### config.mk
export PLATFORM = sky130hd
export DESIGN_NAME = fpd_queue
export DESIGN_NICKNAME = d
export VERILOG_FILES = /design/src/rtl/fpd_pkg.sv /design/src/rtl/fpd_queue.sv
export SDC_FILE = /design/constraint.sdc
export NUM_CORES = 1
export LEC_CHECK = 0
export BUFFER_PORTS_ARGS = -buffer_cell sky130_fd_sc_hd__buf_2
export CAP_MARGIN = 20
export CELL_PAD_IN_SITES_DETAIL_PLACEMENT = 1
export CELL_PAD_IN_SITES_GLOBAL_PLACEMENT = 1
export CORE_ASPECT_RATIO = 1.5
export CORE_MARGIN = 10
export CORE_UTILIZATION = 43
export DETAILED_ROUTE_END_ITERATION = 10
export MAX_ROUTING_LAYER = met4
export PLACE_DENSITY_LB_ADDON = 0.1
export SLEW_MARGIN = 10
export SYNTH_ARGS = -nofsm -noshare
export SYNTH_HDL_FRONTEND = slang
export SYNTH_SLANG_ARGS = --single-unit
export TNS_END_PERCENT = 50
### constraint.sdc
create_clock -name clock -period 3.3 [get_ports clock]
set_input_delay 0.825 -clock clock [delete_from_list [all_inputs] [get_ports clock]]
set_output_delay 0.825 -clock clock [all_outputs]
set_load 0.05 [all_outputs]
### src/rtl/fpd_pkg.sv
// shared types, constants and helpers of the q16.16 fixed-point divider
// no dependencies; compiled before every other file of the block

package fpd_pkg;

   localparam int DATA_W            = 32;
   localparam int FRAC_BITS_DEFAULT = 16;
   localparam int QUEUE_DEPTH       = 2;

   localparam logic [DATA_W-1:0] SIGN_MASK = 32'h8000_0000;

   // classified operand pair, as handed from the front end to the queue
   typedef struct packed {
      logic [DATA_W-1:0] mag_a;
      logic [DATA_W-1:0] mag_b;
      logic              neg;
      logic              dbz;
   } fpd_item_type;

   // unsigned magnitude of a two's complement word; the most negative value gives 2^31
   function automatic logic [DATA_W-1:0] magnitude(input logic [DATA_W-1:0] v);
      logic [DATA_W-1:0] res;
      if ((v & SIGN_MASK) == '0) begin
         res = v;
      end else begin
         res = '0 - v;
      end
      return res;
   endfunction

endpackage

### src/rtl/fpd_queue.sv
// short request queue between the front end and the divider pipeline
// depends on fpd_pkg

module fpd_queue #(
   parameter int DEPTH = fpd_pkg::QUEUE_DEPTH
) (
   input  logic                 clock,
   input  logic                 reset,
   input  fpd_pkg::fpd_item_type in_item,
   input  logic                 in_valid,
   output logic                 in_ready,
   output fpd_pkg::fpd_item_type out_item,
   output logic                 out_valid,
   input  logic                 out_ready
);
   import fpd_pkg::*;

   localparam int PTR_W = (DEPTH > 1) ? $clog2(DEPTH) : 1;
   localparam int CNT_W = $clog2(DEPTH + 1);
   localparam logic [PTR_W-1:0] LAST_PTR = PTR_W'(DEPTH - 1);
   localparam logic [CNT_W-1:0] FULL_CNT = CNT_W'(DEPTH);

   fpd_item_type     entry_ff [DEPTH];
   logic [PTR_W-1:0] wr_ptr_ff;
   logic [PTR_W-1:0] wr_ptr_in;
   logic [PTR_W-1:0] rd_ptr_ff;
   logic [PTR_W-1:0] rd_ptr_in;
   logic [CNT_W-1:0] count_ff;
   logic [CNT_W-1:0] count_in;
   logic             push;
   logic             pop;

   assign in_ready  = (count_ff != FULL_CNT);
   assign out_valid = (count_ff != '0);
   assign out_item  = entry_ff[rd_ptr_ff];
   assign push      = in_valid && in_ready;
   assign pop       = out_valid && out_ready;

   // pointer and fill count update
   always_comb begin
      wr_ptr_in = wr_ptr_ff;
      rd_ptr_in = rd_ptr_ff;
      count_in  = count_ff;
      if (push) begin
         wr_ptr_in = (wr_ptr_ff == LAST_PTR) ? '0 : wr_ptr_ff + 1'b1;
      end
      if (pop) begin
         rd_ptr_in = (rd_ptr_ff == LAST_PTR) ? '0 : rd_ptr_ff + 1'b1;
      end
      if (push && !pop) begin
         count_in = count_ff + 1'b1;
      end else if (pop && !push) begin
         count_in = count_ff - 1'b1;
      end
   end

   always_ff @(posedge clock) begin
      if (reset) begin
         wr_ptr_ff <= '0;
         rd_ptr_ff <= '0;
         count_ff  <= '0;
      end else begin
         wr_ptr_ff <= wr_ptr_in;
         rd_ptr_ff <= rd_ptr_in;
         count_ff  <= count_in;
      end
   end

   // entry storage
   always_ff @(posedge clock) begin
      if (push) begin
         entry_ff[wr_ptr_ff] <= in_item;
      end
   end

   // checks
   a_count_bound: assert property (@(posedge clock) disable iff (reset)
      count_ff <= FULL_CNT)
      else $error("queue fill count beyond depth");

   a_count_grows: assert property (@(posedge clock) disable iff (reset)
      (push && !pop) |=> (count_ff == $past(count_ff) + 1'b1))
      else $error("queue fill count missed a push");

endmodule

==> impl_metrics.json <==
{
  "outcome": "finished clean",
  "grt_pass1_vias": 2950,
  "fin_nets": 453,
  "max_freq_ghz": 0.3602,
  "path_max_fanout": 35,
  "ir_drop_mv": 0.5316,
  "antenna_found_initial": 1,
  "post_cts_buffers": 0,
  "rsz0062_at_grt": "false",
  "power_density_nw_per_um2": 933.6,
  "yosysSeqAreaShare_pct": 81.40,
  "root_buffer": "clkbuf_16",
  "pre_cts_ws_ps": 912.4,
  "die_w_um": 108.0,
  "grt_pass1_wl_um": 15850,
  "yosys.area.top_type": "edfxtp_1",
  "async_reset_ff_share_pct": 0,
  "setup_viol": 0,
  "clock_sinks": 137,
  "endpoint_kind": "primary output",
  "min_path_type": "reg2reg",
  "ant_nets": 0,
  "finClkSkew_ps": 8.148,
  "synthTopCellsByArea": "edfxtp_1 79%, mux2_2 15%, dfxtp_1 2.0%",
  "num_rows": 48,
  "worst-path-buf-inv": 2,
  "cp_top_family": "flip-flops",
  "endpoint": "out_item[34]",
  "fill_cells": 1072,
  "initial_utilization_pct": 43.75,
  "whs_path_depth": 2,
  "yosys_warnings": 0,
  "final_max_slew_viol_count": 0,
  "r2r_start": "count_ff[0]",
  "fp.dieArea_um2": 16410,
  "drt_iter0_markers": 66,
  "arrival_ps": 1950,
  "synth-seq-cells": 137,
  "maxCapViolCount": 0,
  "avgSynthCellArea_um2": 21.80,
  "port_buffers": 137,
  "fin_ws_ps": 524.1,
  "drcViolationCount": 0,
  "finalSetupTns_ps": 0,
  "cp-start-kind": "flip-flop",
  "p_leak_nw": 2.417,
  "clkLatencyLatePin_ps": 400,
  "path_class": "reg2out",
  "r2r_slack_ps": 1380,
  "cp.required_ps": 2470,
  "ys.flop_type": "edfxtp_1",
  "synth_fp_nets": 300,
  "fin_total_pwr_w": 0.006037,
  "core_area_um2": 11410,
  "yosysMostFrequentCell": "edfxtp_1",
  "worstPathCellList": "buf_12 > mux2_2 > buf_2",
  "slowest_delay_ps": 650,
  "drive_gt1_share_pct": 60.76,
  "die_h_um": 152.0,
  "holdWs_ps": 513.2,
  "hold_viol": 0,
  "globalRouteOverflowTotal": 0,
  "maxSlewHeadroom_pct": 61.25,
  "synth_commonest_cells": "132 x edfxtp_1, 66 x mux2_2, 5 x dfxtp_1, 4 x buf_6",
  "reg2regPathDepth": 4,
  "hpwl_um": 7245,
  "synthCells": 229,
  "area_delta_synth_final_pct": 29.52,
  "synth_top_area_share_pct": 79.40,
  "critical_path_depth": 3,
  "wl_um": 10280,
  "grt_max_degree": 44,
  "period_share_pct": 84.12,
  "slowest_stage": "dfxtp_4",
  "synth_edf_count": 132,
  "clock_path_buffers": 2,
  "r2r_end": "entry_ff[0][40]",
  "cts_tree": "yes",
  "vias": 2583,
  "max_slew.worst_pin.slew_ps": 580.3,
  "netlist_area_um2": 4992,
  "fin_util_pct": 56.67,
  "post_drt_wl_per_cell_um": 18.83,
  "io_pins": 138,
  "fin_crit_ps": 2776,
  "htreeDepth": 4,
  "drtPass1Iterations": 4,
  "vias_per_cell": 4.731,
  "numCtsBuffers": 17,
  "clk_pin_slew_ps": 60,
  "gp_congestion": 0.6655,
  "synth_cell_types": 19,
  "cts_resized": 0,
  "grtUsageTotal_pct": 13.32,
  "ctsHoldBuffers": 0
}
## registers in the layout (all words and copies together), names as in the netlist, named ones only
register,cells
count_ff,2
rd_ptr_ff,1
wr_ptr_ff,1
entry_ff,132
## cell type report
type	instances	area [um^2]	area share (%)
Sequential cell	137	4068	62.91
Multi-Input combinational cell	84	867.1	13.41
Timing Repair Buffer	141	753.2	11.65
Clock buffer	17	425.4	6.579
Tap cell	150	187.7	2.902
Clock inverter	15	158.9	2.457
Inverter	1	3.754	0.05805
Antenna cell	1	2.502	0.03870
## worst register-to-register path, cell delays in order, from the launching register on
cell and delay, ps:
dfxtp_1 400, nand2b_1 230, nand3b_1 140, inv_2 460
buf_4 370
## placed cells by master (no fill, tap or decap), drive strengths merged
cell      count
buf         141
edfxtp      132
mux2         66
clkbuf       17
clkinv        8
dfxtp         5
clkinvlp      4
xor2          3
nor2          3
bufinv        3
o21ai         2
a21oi         2
diode         1
nand2b        1
and2          1
or2           1
and3          1
nand3b        1
inv           1
a21bo         1
or3           1
ha            1
## routing by layer
layer  track usage (%)  part of all wire [%]  wire, um  vias up
met2             22.72                    56      5780       78
met4             5.811                   1.2       124        0
li1                  -                     -         -     1219
met1             13.09                    37      3850     1280
met5                 -                     0         0        -
met3             4.869                   5.1       525        6
## power breakdown
| part | switching [W] | internal [W] |
|---|---|---|
| Combinational | 0.00137 | 0.000545 |
| Clock | 0.000654 | 0.00117 |
| Sequential | 0.000115 | 0.00218 |
## stage by stage
stage,cell area (um^2),instances
after floorplan,4992,229
after detailed placement,5879,513
after global placement,5879,513
after CTS,6464,545
after global routing,6466,546
final,6466,546
## how the worst min path moves through the flow
stage	start	end	slack (ps)
after floorplan	count_ff[1]	count_ff[1]	470
after global placement	rd_ptr_ff	flip-flop	480
after detailed placement	rd_ptr_ff	flip-flop	500
after CTS	rd_ptr_ff	rd_ptr_ff	520
after global routing	rd_ptr_ff	flip-flop	570
final	rd_ptr_ff	rd_ptr_ff	510
## logic make-up after synthesis
logic type	count (synthesis)	share of synthesized area, %
AO/OA/AOI/OAI	5	0.6015
flip-flops	137	81.40
multiplexers	66	14.89
XOR/XNOR	3	0.5264
buffers and inverters	8	1.328
adder cells (fa/ha/maj)	1	0.2506
AND/OR/NAND/NOR	9	1.003
(Power assumes the default switching activity.)
