`src/rtl/fpd_pkg.sv`:
```
// shared types, constants and helpers of the q16.16 fixed-point divider
// no dependencies; compiled before every other file of the block

package fpd_pkg;

   localparam int DATA_W            = 32;
   localparam int FRAC_BITS_DEFAULT = 16;
   localparam int QUEUE_DEPTH       = 2;

   localparam logic [DATA_W-1:0] SIGN_MASK = 32'h8000_0000;

   // classified operand pair, as handed from the front end to the queue
   typedef struct packed {
      logic [DATA_W-1:0] mag_a;
      logic [DATA_W-1:0] mag_b;
      logic              neg;
      logic              dbz;
   } fpd_item_type;

   // unsigned magnitude of a two's complement word; the most negative value gives 2^31
   function automatic logic [DATA_W-1:0] magnitude(input logic [DATA_W-1:0] v);
      logic [DATA_W-1:0] res;
      if ((v & SIGN_MASK) == '0) begin
         res = v;
      end else begin
         res = '0 - v;
      end
      return res;
   endfunction

endpackage

```
`src/rtl/fpd_if.sv`:
```
// request and response channel interfaces of the fixed-point divider
// depends on fpd_pkg for the data width

interface fpd_req_if;
   import fpd_pkg::*;

   logic                     valid;
   logic                     ready;
   logic signed [DATA_W-1:0] dividend;
   logic signed [DATA_W-1:0] divisor;

   modport source (output valid, output dividend, output divisor, input ready);
   modport sink   (input valid, input dividend, input divisor, output ready);
endinterface


```
`src/rtl/fpd_front.sv`:
```
// front end: takes a request, forms operand magnitudes, result sign and zero flag
// depends on fpd_pkg and fpd_if

module fpd_front (
   input  logic                 clock,
   input  logic                 reset,
   fpd_req_if.sink              req,
   output fpd_pkg::fpd_item_type item_out,
   output logic                 item_valid,
   input  logic                 item_ready
);
   import fpd_pkg::*;

   fpd_item_type item_ff;
   fpd_item_type item_in;
   logic         valid_ff;
   logic         valid_in;
   logic         take;

   // the holding register frees up when it is empty or being drained
   assign req.ready = !valid_ff || item_ready;
   assign take      = req.valid && req.ready;

   // classify the operand pair
   always_comb begin
      item_in.mag_a = magnitude($unsigned(req.dividend));
      item_in.mag_b = magnitude($unsigned(req.divisor));
      item_in.neg   = (($unsigned(req.dividend) ^ $unsigned(req.divisor)) & SIGN_MASK) != '0;
      item_in.dbz   = (req.divisor == '0);
   end

   // valid flag follows take and drain
   always_comb begin
      valid_in = valid_ff;
      if (take) begin
         valid_in = 1'b1;
      end else if (item_ready) begin
         valid_in = 1'b0;
      end
   end

   always_ff @(posedge clock) begin
      if (reset) begin
         valid_ff <= 1'b0;
      end else begin
         valid_ff <= valid_in;
      end
   end

   always_ff @(posedge clock) begin
      if (take) begin
         item_ff <= item_in;
      end
   end

   assign item_out   = item_ff;
   assign item_valid = valid_ff;

endmodule

```
`src/flat_wrapper.sv`:
```
// flat-port wrapper written by rule: the top's interface ports become plain ports
module fpd_front_flat import fpd_pkg::*;
  (clock, reset, item_out, item_valid, item_ready, req_valid, req_dividend, req_divisor, req_ready);
  fpd_req_if req_i ();
  input  logic clock;
  input  logic reset;
  output fpd_pkg::fpd_item_type item_out;
  output logic item_valid;
  input  logic item_ready;
  input wire logic [$bits(req_i.valid)-1:0] req_valid;
  input wire logic [$bits(req_i.dividend)-1:0] req_dividend;
  input wire logic [$bits(req_i.divisor)-1:0] req_divisor;
  output wire logic [$bits(req_i.ready)-1:0] req_ready;
  assign req_i.valid = req_valid;
  assign req_i.dividend = req_dividend;
  assign req_i.divisor = req_divisor;
  assign req_ready = req_i.ready;
  fpd_front u_core (.clock(clock), .reset(reset), .req(req_i), .item_out(item_out), .item_valid(item_valid), .item_ready(item_ready));
endmodule
```
`config.mk`:
```
export PLATFORM = sky130hd
export DESIGN_NAME = fpd_front_flat
export DESIGN_NICKNAME = d
export VERILOG_FILES = /design/src/rtl/fpd_pkg.sv /design/src/rtl/fpd_if.sv /design/src/rtl/fpd_front.sv /design/src/flat_wrapper.sv
export SDC_FILE = /design/constraint.sdc
export NUM_CORES = 1
export LEC_CHECK = 0
export BUFFER_PORTS_ARGS = -buffer_cell sky130_fd_sc_hd__buf_2
export CAP_MARGIN = 20
export CORE_ASPECT_RATIO = 0.8
export CORE_MARGIN = 4
export CORE_UTILIZATION = 49
export CTS_CLUSTER_DIAMETER = 150
export DETAILED_ROUTE_END_ITERATION = 16
export PLACE_DENSITY = 0.79
export SYNTH_ARGS = -nofsm -noshare
export SYNTH_HDL_FRONTEND = slang
export SYNTH_SLANG_ARGS = --single-unit
```
`constraint.sdc`:
```
create_clock -name clock -period 2.95 [get_ports clock]
set_input_delay 0.59 -clock clock [delete_from_list [all_inputs] [get_ports clock]]
set_output_delay 0.59 -clock clock [all_outputs]
set_load 0.02 [all_outputs]
```
==> results_dict.tcl, run 1 <==
set metrics [dict create \
    status "finished clean" \
    vias 2785 \
    start_kind "input port" \
    cp_slowest_cell "or4_4" \
    hpwl_mm 6.32 \
    fp.dieArea_um2 8500 \
    clk_path_buf_depth 2 \
    cts_buffers 9 \
    maxCapViolCount 0 \
    cp.required_ns 3.12 \
    arrival_ns 2.55 \
    seq_area_um2 2000 \
    syn_to_final_growth_pct 28.2 \
    grt_first_pass_wirelength_mm 13.3 \
    synth_top_area_share_pct 57.1 \
    drc 0 \
    finalHoldViolations 0 \
    critPathMaxStageDelay_ns 0.64 \
    drive_above_1_share_pct 39.3 \
    cp-end-kind "flop" \
    vdd_drop_max_uv 294 \
    drt-total-wl_mm 8.46 \
    synth-async-reset-ratio_pct 0 \
    synth_area_leaders "edfxtp_1 (57%), xnor2_1 (15%), o41ai_1 (4.8%), o31ai_1 (3.2%), nand2_1 (2.2%)" \
    fill_cells 542 \
    fp-row-count 27 \
    synth_cell_types 32 \
    crit_chain "buf_2 -> or4_4 -> or4_4 -> or4_4 -> nor3_2" \
    multi_input_area_um2 1390 \
    io_pins 136 \
    fin_cells 504 \
    worstMarginPinSlew_ns 0.632 \
    timing.final.crit_period_ns 2.38 \
    fp.dieH_um 83.3 \
    cp_top_family "simple AND/OR/NAND/NOR gates" \
    slew-limit-headroom_pct 57.8 \
    ys_seq_area_share_pct 57.7 \
    timing.final.crit_share_pct 80.8 \
    power_leakage_nw 1.66 \
    fp.dieW_um 102 \
    cts.root.buffer_cell "clkbuf_8" \
    synth.yosys.warnings 0 \
    synth_edf_count 66 \
    power_w 0.00240 \
    grt_max_degree 67 \
    antenna_found_initial 0 \
    routed_via_density 5.53 \
    insertion_delay_ns 0.33 \
    num_antenna_cells 0 \
    finalNetCount 482 \
    dp.cells 488 \
    drtAntennaViolNets 0 \
    port-buffer-count 135 \
    start_util_pct 50.3 \
    synth.net_count 343 \
    cpMostUsedCell "or4_4" \
    tns_ns 0 \
    clock.fmax_ghz 0.419 \
    numClockSinks 67 \
    cts.repair.resized 0 \
    worst-path-buf-inv 1 \
    gr-usage-all-layers_pct 19.8 \
    hold_class "input port to flop" \
    cts_tree "built" \
    yosys.area.top_type "edfxtp_1" \
    p_per_area_nw_per_um2 539 \
    rsz0062_at_grt "no" \
    clk_pin_slew_ns 0.07 \
    synth_flop_cell "edfxtp_1" \
    setup_violations 0 \
    syn_area_um2 3470 \
    path_class "input port to flop" \
    drtPass1Iterations 5 \
    grt_pass1_vias 2662 \
    syn_avg_cell_area_um2 12.7 \
    gp_congestion 0.841 \
    critPathMaxFanout 17 \
    holdBufCountCts 0 \
    drt-wirelength-per-cell_um 16.8 \
    synthCells 273 \
    finClkSkew_ns 0.00463 \
    grt_overflow 0 \
    drv_slew 0 \
    coreArea_um2 6890 \
    cts_setup_buffers 0 \
    dr.first_iter.drc_count 127 \
    htree_num_levels 3 \
    ys_ff_latch 67 \
]
[final timing paths]
| path | slack (ns) | to | cells past startpoint | from |
|---|---|---|---|---|
| max | 0.57 | u_core.item_out[0] | 5 | req_divisor[9] |
| min reg2reg | 0.51 | u_core.item_valid | 2 | u_core.item_valid |
| min | 0.41 | u_core.item_valid | 2 | reset |
| max reg2reg | 1.69 | u_core.item_out[48] | 3 | u_core.item_valid |
[report_power, final]
group / internal [W] / leakage, nW / switching, W
sequential: 0.00114 / 0.648 / 0.0000189
clock: 0.000469 / 0.101 / 0.000336
combinational: 0.000163 / 0.911 / 0.000265
[cells in the final DEF, fill, tap and decap left out]
master      count
clkbuf_8        9
edfxtp_1       66
nand4b_1        1
or4_1           5
nor3_1          8
a21oi_1         1
nand2b_1        3
o41ai_1        19
clkinv_2        1
inv_1           6
and2_2          1
nor4bb_1        1
nor4_1          6
or3_1           4
xor2_1          1
clkinvlp_4      1
o41ai_4         1
buf_2         135
nand4_1         3
nor2_1          6
buf_4           3
o31ai_2         2
o41ai_2         1
dfxtp_1         1
nor2b_1         2
nand3b_1        3
clkinv_1        2
and2_1          1
buf_12          1
clkbuf_1        1
nand2_1        20
or4_4           3
o31ai_1        15
ha_1            2
xnor2_1        58
or2_2           3
bufinv_16       2
nand3_1         4
o21ai_0        14
nor3_2          1
[cell type report]
type | count | share of cell area [%]
multi-input cells | 189 | 31.2
clock inverters | 6 | 1.80
flip-flops and latches | 67 | 45.0
clock buffers | 10 | 2.87
repair buffers | 139 | 16.1
inverters | 6 | 0.506
well taps | 87 | 2.45
[cell families after synthesis]
logic type / share of synthesized area (%)
DFF: 57.7
AOI/OAI and AO/OA: 12.2
adders and majority gates: 0.721
xor gates and xnor gates: 14.9
and+or+nand+nor: 12.2
buffers and inverters: 2.27
[state kept, by name, summed over array words and instances (netlist names)]
name,cells
u_core.item_out,66
u_core.item_valid,1
[Yosys cell counts (all sizes together) (6+ instances only)]
| cell | number |
|---|---|
| o21ai | 14 |
| xnor2 | 58 |
| clkbuf | 9 |
| o31ai | 17 |
| nor4 | 6 |
| nand2 | 20 |
| inv | 6 |
| or4 | 8 |
| o41ai | 21 |
| nor2 | 6 |
| nor3 | 9 |
| edfxtp | 66 |
[worst reg2reg max path, stage by stage, from the launching register on]
cell	delay, ns
dfxtp_1	0.31
nand2b_1	0.09
and2_2	0.18
buf_12	0.32
[per-layer routing]
layer | track usage [%] | vias up | wire [um]
li1 | - | 1332 | -
met3 | 6.63 | 8 | 712
met2 | 32.3 | 120 | 4180
met4 | 4.53 | 0 | 93
met1 | 25.4 | 1325 | 3470
met5 | 0 | - | 0
[stage by stage]
stage	utilization [%]	hold slack [ns]	setup WS (ns)	cell area, um^2
2_1_floorplan	-	0.659	0.0770	3470
3_3_place_gp	61.5	0.487	0.277	4240
3_5_place_dp	61.5	0.506	0.234	4240
4_1_cts	64.6	0.389	0.597	4450
5_1_grt	64.6	0.400	0.517	4450
6_report	64.6	0.410	0.566	4450
Power figures use the tool's default switching activity.
==> inputs of run 2 (changes only) <==
clock period = 2.3 ns   (was 2.95 ns; I/O delays follow)
==> run 2 against run 1 <==
  * Die area unchanged
  * Power rose by 29%
  * Count of clock-buffer cells in the layout grew 1
  * Cell area grew 3.7%
  * Cell count increased by 4.4%
  * Global-route usage hardly changed
  * Setup slack got worse by 0.49 ns
  * Clock power is 29% higher
  * Clock skew rose by 0.0033 ns
  * Sequential share of layout area decreased by 1.6 points
  * First-iteration DRC count rose by 30%
  * Critical path type unchanged
  * Critical endpoint is now u_core.item_out[31]
  * Largest cell class unchanged
  * Highest routed layer unchanged
==> results_dict.tcl, run 2 (synthesis gave the netlist of run 1 again) <==
set metrics [dict create \
    status "finished clean" \
    drc 0 \
    cts.repair.resized 0 \
    regToRegEndpoint "u_core.item_out[22]" \
    start_kind "input port" \
    critPathMaxFanout 14 \
    num_antenna_cells 0 \
    syn_to_final_growth_pct 33.0 \
    timing.final.crit_period_ns 2.23 \
    hold_end "u_core.item_valid" \
    drive_above_1_share_pct 42.4 \
    drtPass1Iterations 5 \
    rrSetupSlack_ns 1.02 \
    dp.cells 510 \
    clk_pin_slew_ns 0.07 \
    fp.dieW_um 102 \
    fp.dieArea_um2 8500 \
    dr_wl_met3_um 727 \
    drtAntennaViolNets 0 \
    clk_path_buf_depth 2 \
    ff2ff_path_depth 3 \
    fp-row-count 27 \
    gr-usage-all-layers_pct 19.8 \
    antenna_found_initial 0 \
    fill_cells 547 \
    worstMarginPinSlew_ns 0.658 \
    finalNetCount 504 \
    gp_congestion 0.825 \
    slew-limit-headroom_pct 56.2 \
    arrival_ns 2.31 \
    drv_slew 0 \
    largest_reg_flops 66 \
    maxCapViolCount 0 \
    p_per_area_nw_per_um2 671 \
    hold_class "input port to flop" \
    top_layer "met4" \
    coreArea_um2 6890 \
    drt-total-wl_mm 8.47 \
    cts_setup_buffers 0 \
    grt_pass1_vias 2686 \
    cts_buffers 9 \
    setup_violations 0 \
    grt_max_degree 67 \
    cp.required_ns 2.39 \
    layout_commonest_cell "buf_2" \
    cts.root.buffer_cell "clkbuf_8" \
    path_class "input port to flop" \
    cp-end-kind "flop" \
    power_leakage_nw 1.76 \
    rsz0062_at_grt "no" \
    dr.first_iter.drc_count 165 \
    routed_via_density 5.44 \
    numClockSinks 67 \
    clock.fmax_ghz 0.449 \
    port-buffer-count 135 \
    finalHoldViolations 0 \
    worstHoldStart "reset" \
    io_pins 136 \
    fp.dieH_um 83.3 \
    timing.final.ws_setup_ns 0.0739 \
    drt-met1-wl_mm 3.40 \
    mostFrequentLayoutCells "buf_2 (135), edfxtp_1 (66), xnor2_1 (58), buf_4 (25), nand2_1 (20)" \
    drt-wirelength-per-cell_um 16.1 \
    grt_overflow 0 \
    start_util_pct 50.3 \
    timing.final.crit_share_pct 96.8 \
    reg2reg_from "u_core.item_valid" \
    vdd_drop_max_uv 458 \
    holdBufCountCts 0 \
    fin_cells 526 \
    place_ws_ns -0.282 \
    vias 2859 \
    min_path_cells 2 \
    grt_first_pass_wirelength_mm 13.2 \
    hpwl_mm 6.45 \
    whs_ns 0.273 \
    finClkSkew_ns 0.00794 \
    cts_tree "built" \
    final_util_pct 67.0 \
    wl_met2_mm 4.24 \
    insertion_delay_ns 0.33 \
    htree_num_levels 3 \
]
## run 2: changes by cell type in the layout (fill, tap and decap cells not counted), sizes merged
cell,previous run,this run
clkinvlp,1,0
clkbuf,10,11
buf,139,161
## run 2: stage by stage
stage / total power (W) / area [um^2] / TNS, ns
after floorplan: 0.00184 / 3470 / -0.423
after global placement: 0.00207 / 4410 / -2.34
after detailed placement: 0.00209 / 4410 / -3.14
after CTS: 0.00312 / 4620 / 0
after global routing: 0.00323 / 4620 / 0
final: 0.00310 / 4620 / 0
## run 2: how the worst max path moves through the flow
stage / from / endpoint / slack, ns / cells after the start
after floorplan: req_divisor[9] / u_core.item_out[31] / -0.06 / 6
after global placement: req_divisor[9] / u_core.item_out[31] / -0.22 / 6
after detailed placement: req_divisor[9] / u_core.item_out[31] / -0.28 / 6
after CTS: req_divisor[9] / u_core.item_out[31] / 0.09 / 6
after global routing: req_divisor[9] / u_core.item_out[27] / 0.03 / 5
final: req_divisor[9] / u_core.item_out[31] / 0.07 / 6
## run 2: per-layer routing
layer | global-route usage [%] | vias up
li1 | - | 1380
met2 | 32.9 | 119
met1 | 24.8 | 1351
met4 | 5.48 | 0
met5 | 0 | -
met3 | 6.13 | 9
## run 2: critical path, stage by stage
cell	delay, ns
buf_2	0.10
or4_4	0.55
or4_4	0.62
buf_4	0.20
o41ai_4	0.30
xnor2_1	0.09
## run 2: cell type report
cell class,count,area (um^2),share of cell area [%]
Clock buffer,11,131,2.85
Inverter,6,22.5,0.488
Tap cell,87,109,2.36
Clock inverter,5,77.6,1.68
Timing Repair Buffer,161,883,19.1
Sequential cell,67,2000,43.4
Multi-Input combinational cell,189,1390,30.1
## run 2: report_power, final
part	leakage, nW	total, W	internal (W)	switching [W]
clock	0.105	0.00104	0.000608	0.000429
sequential	0.648	0.00149	0.00147	0.0000244
combinational	1.01	0.000567	0.000226	0.000341
==> inputs of run 3 (changes only) <==
ABC_AREA = 1   (was unset)
ABC_CLOCK_PERIOD_IN_PS = 2300   (was unset)
CORE_UTILIZATION = 51   (was 49)
PLACE_DENSITY = 0.8   (was 0.79)
==> run 3 against run 2 <==
  * Critical path depth decreased by 4
  * Non-clock buffer count decreased by 23
  * Largest cell class unchanged
  * Core utilization decreased by 0.094 points
  * Highest routed layer unchanged
  * First-iteration DRC count increased by 68%
  * Largest power group unchanged
==> results_dict.tcl, run 3 <==
set metrics [dict create \
    place_ws_ns 0.469 \
    synth-compound-area-share_pct 1.73 \
    grt_first_pass_wirelength_mm 17.8 \
    routed_via_density 5.08 \
    start_kind "flop" \
    syn_avg_cell_area_um2 7.85 \
    fp-row-count 28 \
    worstMarginPinSlew_ns 0.350 \
    grt_pass1_vias 3648 \
    synth_top_area_share_pct 49.0 \
    synth.mux.area_fraction_pct 0 \
    start_util_pct 53.5 \
    syn_area_um2 4050 \
    timing.final.ws_setup_ns 0.827 \
    drive_above_1_share_pct 26.9 \
    synth_top_family_by_area "simple AND/OR/NAND/NOR gates" \
    ys_ff_latch 67 \
    syn_to_final_growth_pct 25.1 \
    fp.dieArea_um2 9430 \
    cts.repair.resized 0 \
    synth-async-reset-ratio_pct 0 \
    clk_path_buf_depth 2 \
    synth_edf_count 66 \
    antenna_found_initial 0 \
    yosysMostFrequentCell "nand2_1" \
    grt_overflow 0 \
    clock.fmax_ghz 0.679 \
    rsz0062_at_grt "no" \
    multi_input_area_um2 1850 \
    setup_violations 0 \
    synth_simple_gate_area_share_pct 36.4 \
    layout_commonest_cell "nand2_1" \
    htree_num_levels 3 \
    timing.final.crit_share_pct 64.1 \
    whs_ns 0.259 \
    crit_end "req_ready" \
    fp.dieH_um 87.7 \
    hold_class "input port to flop" \
    clk_pin_slew_ns 0.07 \
    maxCapViolCount 0 \
    grt_max_degree 67 \
    critPathMaxFanout 3 \
    drt-total-wl_mm 11.3 \
    timing.final.crit_period_ns 1.47 \
    synth_area_leaders "edfxtp_1 (49%), nand2_1 (17%), nor2_1 (8.8%), nand3_1 (4.3%), xnor2_1 (4.3%)" \
    finClkSkew_ns 0.00662 \
    synthXorXnorAreaFrac_pct 6.71 \
    synth_cell_types 22 \
    status "finished clean" \
    cts_buffers 9 \
    synth.yosys.warnings 0 \
    cts.root.buffer_cell "clkbuf_8" \
    yosys.area.top_type "edfxtp_1" \
    synthCells 515 \
    finalHoldViolations 0 \
    slew-limit-headroom_pct 76.7 \
    synth_flop_cell "edfxtp_1" \
    fill_cells 684 \
    holdBufCountCts 0 \
    ff2ff_path_depth 2 \
    insertion_delay_ns 0.35 \
    numClockSinks 67 \
    drtAntennaViolNets 0 \
    cts_setup_buffers 0 \
    hpwl_mm 8.93 \
    reg2reg_from "u_core.item_valid" \
    vias 3898 \
    io_pins 136 \
    finalNetCount 727 \
    rrSetupSlack_ns 1.08 \
    p_per_area_nw_per_um2 617 \
    mostFrequentLayoutCells "nand2_1 (187), buf_2 (135), nor2_1 (95), edfxtp_1 (66), inv_1 (43)" \
    gp_congestion 0.904 \
    dr.first_iter.drc_count 277 \
    cts_tree "built" \
    worstSetupStartpoint "u_core.item_valid" \
    synthTopCellsByCount "nand2_1 (187), nor2_1 (95), edfxtp_1 (66)" \
    drv_slew 0 \
    largest_reg_flops 66 \
    synth.net_count 585 \
    tns_ns 0 \
    port-buffer-count 135 \
    arrival_ns 1.01 \
    synth_fa_ha_area_share_pct 0.619 \
    coreArea_um2 7570 \
    num_antenna_cells 0 \
    regToRegEndpoint "u_core.item_out[22]" \
    fp.dieW_um 108 \
    drtPass1Iterations 5 \
    power_leakage_nw 2.31 \
    drc 0 \
    gr-usage-all-layers_pct 24.4 \
    seq_area_um2 2000 \
    drt-wirelength-per-cell_um 14.7 \
    path_class "flop to output port" \
    cp.required_ns 1.84 \
    vdd_drop_max_uv 328 \
    ys_seq_area_share_pct 49.5 \
    cp-end-kind "output port" \
]
==> run 3: how the worst min path moves through the flow <==
| stage | from | endpoint | slack, ns | cells after the start |
|---|---|---|---|---|
| finish | reset | u_core.item_valid | 0.26 | 2 |
| floorplan | reset | u_core.item_valid | 0.53 | 1 |
| CTS | reset | u_core.item_valid | 0.25 | 2 |
| global route | reset | u_core.item_valid | 0.24 | 2 |
| detailed placement | u_core.item_valid | u_core.item_valid | 0.55 | 2 |
| global placement | u_core.item_valid | u_core.item_valid | 0.51 | 2 |
==> run 3: cells by family after synthesis <==
logic type               count (synthesis)
AO/OA/AOI/OAI                           14
XOR/XNOR                                31
adder cells (fa/ha/maj)                  2
buffers and inverters                   51
flip-flops                              67
AND/OR/NAND/NOR                        350
==> run 3: power by group <==
part / internal (W) / switching, W
Clock: 0.000530 / 0.000479
Combinational: 0.000208 / 0.000421
Sequential: 0.00146 / 0.0000237
Total: 0.00220 / 0.000923
==> run 3: worst max-delay path, stage by stage, from the launching register on <==
cell	delay, ns
dfxtp_1	0.40
nand2_1	0.10
buf_2	0.16
==> run 3: final cells by class <==
cell class | instances | area share [%]
Timing Repair Buffer | 138 | 14.0
Tap cell | 105 | 2.60
Sequential cell | 67 | 39.6
Clock inverter | 6 | 1.26
Multi-Input combinational cell | 397 | 36.6
Inverter | 44 | 3.26
Clock buffer | 10 | 2.72
==> run 3: per-stage QoR <==
stage	cell area, um^2	utilization [%]	power (W)	instances
CTS	5060	66.9	0.00314	767
floorplan	4060	-	0.00189	515
global placement	4860	64.2	0.00212	751
detailed placement	4860	64.2	0.00214	751
global route	5060	66.9	0.00327	767
finish	5060	66.9	0.00312	767
==> run 3: routing by layer <==
metal,GRT usage (%),share of wire (%),up-vias
met5,0,0,-
met2,35.5,42,195
li1,-,-,1924
met4,7.45,1.6,0
met1,35.9,46,1762
met3,6.48,9.5,17
